==> src/rtl/esc_dly.sv <==
// fixed-length delay line for data that rides alongside the pipeline
module esc_dly #(
  parameter int W = 64,
  parameter int N = 1
) (
  input  logic         clk,
  input  logic [W-1:0] d,
  output logic [W-1:0] q
);

  logic [W-1:0] pipe [N];

  always_ff @(posedge clk) begin
    pipe[0] <= d;
    for (int i = 1; i < N; i++) begin
      pipe[i] <= pipe[i-1];
    end
  end

  assign q = pipe[N-1];

endmodule

==> config.mk <==
export PLATFORM = sky130hd
export DESIGN_NAME = esc_dly
export DESIGN_NICKNAME = d
export VERILOG_FILES = /design/src/rtl/esc_dly.sv
export SDC_FILE = /design/constraint.sdc
export NUM_CORES = 1
export LEC_CHECK = 0
export BUFFER_PORTS_ARGS = -buffer_cell sky130_fd_sc_hd__buf_4
export CAP_MARGIN = 20
export CORE_MARGIN = 10
export CORE_UTILIZATION = 33
export DETAILED_ROUTE_END_ITERATION = 8
export HOLD_SLACK_MARGIN = 0.05
export PLACE_DENSITY = 0.75
export SYNTH_ARGS = -nofsm -noshare
export SYNTH_HDL_FRONTEND = slang
export SYNTH_SLANG_ARGS = --single-unit
==> constraint.sdc <==
create_clock -name clk -period 0.8 [get_ports clk]
set_input_delay 0.2 -clock clk [delete_from_list [all_inputs] [get_ports clk]]
set_output_delay 0.2 -clock clk [all_outputs]
set_load 0.01 [all_outputs]
==> results.json <==
{
  "status": "finished, violations left",
  "violations": "negative setup slack",
  "ant_nets": 0,
  "arrival_ns": 0.78,
  "period_share": 1.23,
  "core-area_um2": 3720,
  "firstDrtPassIters": 4,
  "multi_input_area_um2": 0,
  "worstPathRequired_ns": 0.60,
  "grt_pass1_wl_mm": 10.3,
  "overflow": 0,
  "antenna_cells": 0,
  "final_area_um2": 3480,
  "gp_congestion": 0.723,
  "nMultiInputCombCells": 0,
  "worstMarginPinSlew_ns": 0.129,
  "antenna_found_initial": 0,
  "num_rows": 22,
  "worstHoldPathType": "in -> reg",
  "die_y_um": 82.3,
  "crit_type": "reg -> out",
  "synthDistinctLibCells": 1,
  "nFillCells": 91,
  "largest_register": "pipe",
  "final_hold_viol_count": 0,
  "largest_reg_flops": 64,
  "first_global_vias": 1605,
  "drive_gt1_frac": 0.760,
  "syn_area_um2": 1280,
  "cts_buffer_depth": 2,
  "fp.dieW_um": 82.3,
  "crit_slowest_cell": "dfxtp_2",
  "cts_sinks": 64,
  "drv_slew": 0,
  "drt_iter0_drc": 46,
  "p_comb_frac": 0.133,
  "cpLargestDelayFamily": "flip-flops",
  "p_switching_mw": 1.63,
  "syn_nets": 129,
  "io_buffer_count": 128,
  "post_dp_cell_area_um2": 2300,
  "largestRegisters": "pipe: 64 flops",
  "grt_usage": 0.219,
  "wl_per_cell_um": 23.5,
  "crit_chain": "buf_6",
  "grt_max_degree": 11,
  "wl_mm": 7.48,
  "fin_crit_ns": 0.980,
  "seq_power_share": 0.457,
  "clkTransAtPathRegs_ns": 0.07,
  "post-place-ws_ns": 0.169,
  "start_kind": "register",
  "ir_worst_vdd_mv": 1.67,
  "swShare": 0.214,
  "vias": 1315,
  "ys_seq_area_frac": 1.00,
  "max_stage_delay_ns": 0.35,
  "syn_avg_cell_area_um2": 20.0,
  "power_mw": 7.63,
  "h-tree-depth": 3,
  "crit_fanout": 1,
  "nets": 332,
  "ys_warn_count": 0,
  "drv_cap": 0,
  "internal_power_mw": 6.00,
  "p_leak_nw": 1.61,
  "hp-start": "d[26]",
  "initial_utilization": 0.345,
  "max_freq_ghz": 1.02,
  "drc": 0,
  "clkPwrFrac": 0.410,
  "synth_cells": 64,
  "via_per_inst": 4.12,
  "crit_start": "pipe[0][48]$_DFF_P_",
  "cp_num_buf_inv": 1,
  "maxSlewHeadroom": 0.914,
  "cts-root-buf": "clkbuf_8",
  "cts_tree": "done",
  "cp-end-kind": "output pin",
  "finalSetupViolCount": 64,
  "die_area_um2": 6770,
  "ioPinCount": 129,
  "setup_slack_ns": -0.180,
  "synth-seq-cells": 64,
  "rsz0062_at_grt": "yes",
  "cts_buffers": 9,
  "area_growth_pct": 172,
  "p_per_area_nw_per_um2": 2190
}
## cell families (layout without fill, tap and decap cells)
group,after synthesis,after routing,synth area share
flops,64,64,1.00
buf+inv,0,207,0
## power by group through the flow
stage                     clock (mW)  combinational, mW  sequential [mW]
after CTS                       3.06              0.960             3.46
after floorplan                    0                  0             3.57
after detailed placement           0              0.606             3.48
after global placement             0              0.594             3.47
after global routing            3.32               1.06             3.50
final                           3.13               1.02             3.49
## synthesized netlist by cell type
library cell   n  area, um2
dfxtp_1       64       1280
## through the flow
step                utilization  cells  setup TNS [ns]  hold slack (ns)
floorplan                     -     64               0            0.228
global placement          0.620    240               0            0.304
detailed placement        0.620    240               0            0.306
CTS                       0.931    319          -10.37            0.502
global route              0.937    319          -11.86            0.503
finish                    0.937    319           -9.89            0.522
## cells in the final DEF, fill, tap and decap left out
cell type	Yosys	final
clkinv_2	0	1
buf_4	0	64
buf_6	0	64
clkbuf_8	0	11
dlygate4sd3_1	0	64
dfxtp_2	0	64
bufinv_16	0	2
clkbuf_1	0	1
## metal layers
metal | vias to the layer above | track usage | part of all wire
li1 | 602 | - | -
met1 | 625 | 0.187 | 0.32
met2 | 82 | 0.430 | 0.57
met3 | 6 | 0.0994 | 0.099
met4 | 0 | 0.0816 | 0.011
met5 | - | 0 | 0
## path summary, 6_finish.rpt
check	end	slack, ns	cells after the start
setup / recovery	q[48]	-0.18	1
hold / removal	pipe[0][26]$_DFF_P_	0.52	2
## repair_timing
action	in CTS	in global routing
hold buffers	64	0
cloned	0	0
pin swaps	0	0
hold endpoints to repair	64	0
endpoints found under the setup margin	64	64
buffers inserted	0	0
gates resized for setup	108	20
## cell type report
type | instances | area [um2] | area share
Clock buffer | 12 | 155 | 0.0445
Clock inverter | 3 | 65.1 | 0.0187
Sequential cell | 64 | 1360 | 0.391
Tap cell | 48 | 60.1 | 0.0172
Timing Repair Buffer | 192 | 1840 | 0.529
No activity file was read; power rests on OpenSTA's default activity.
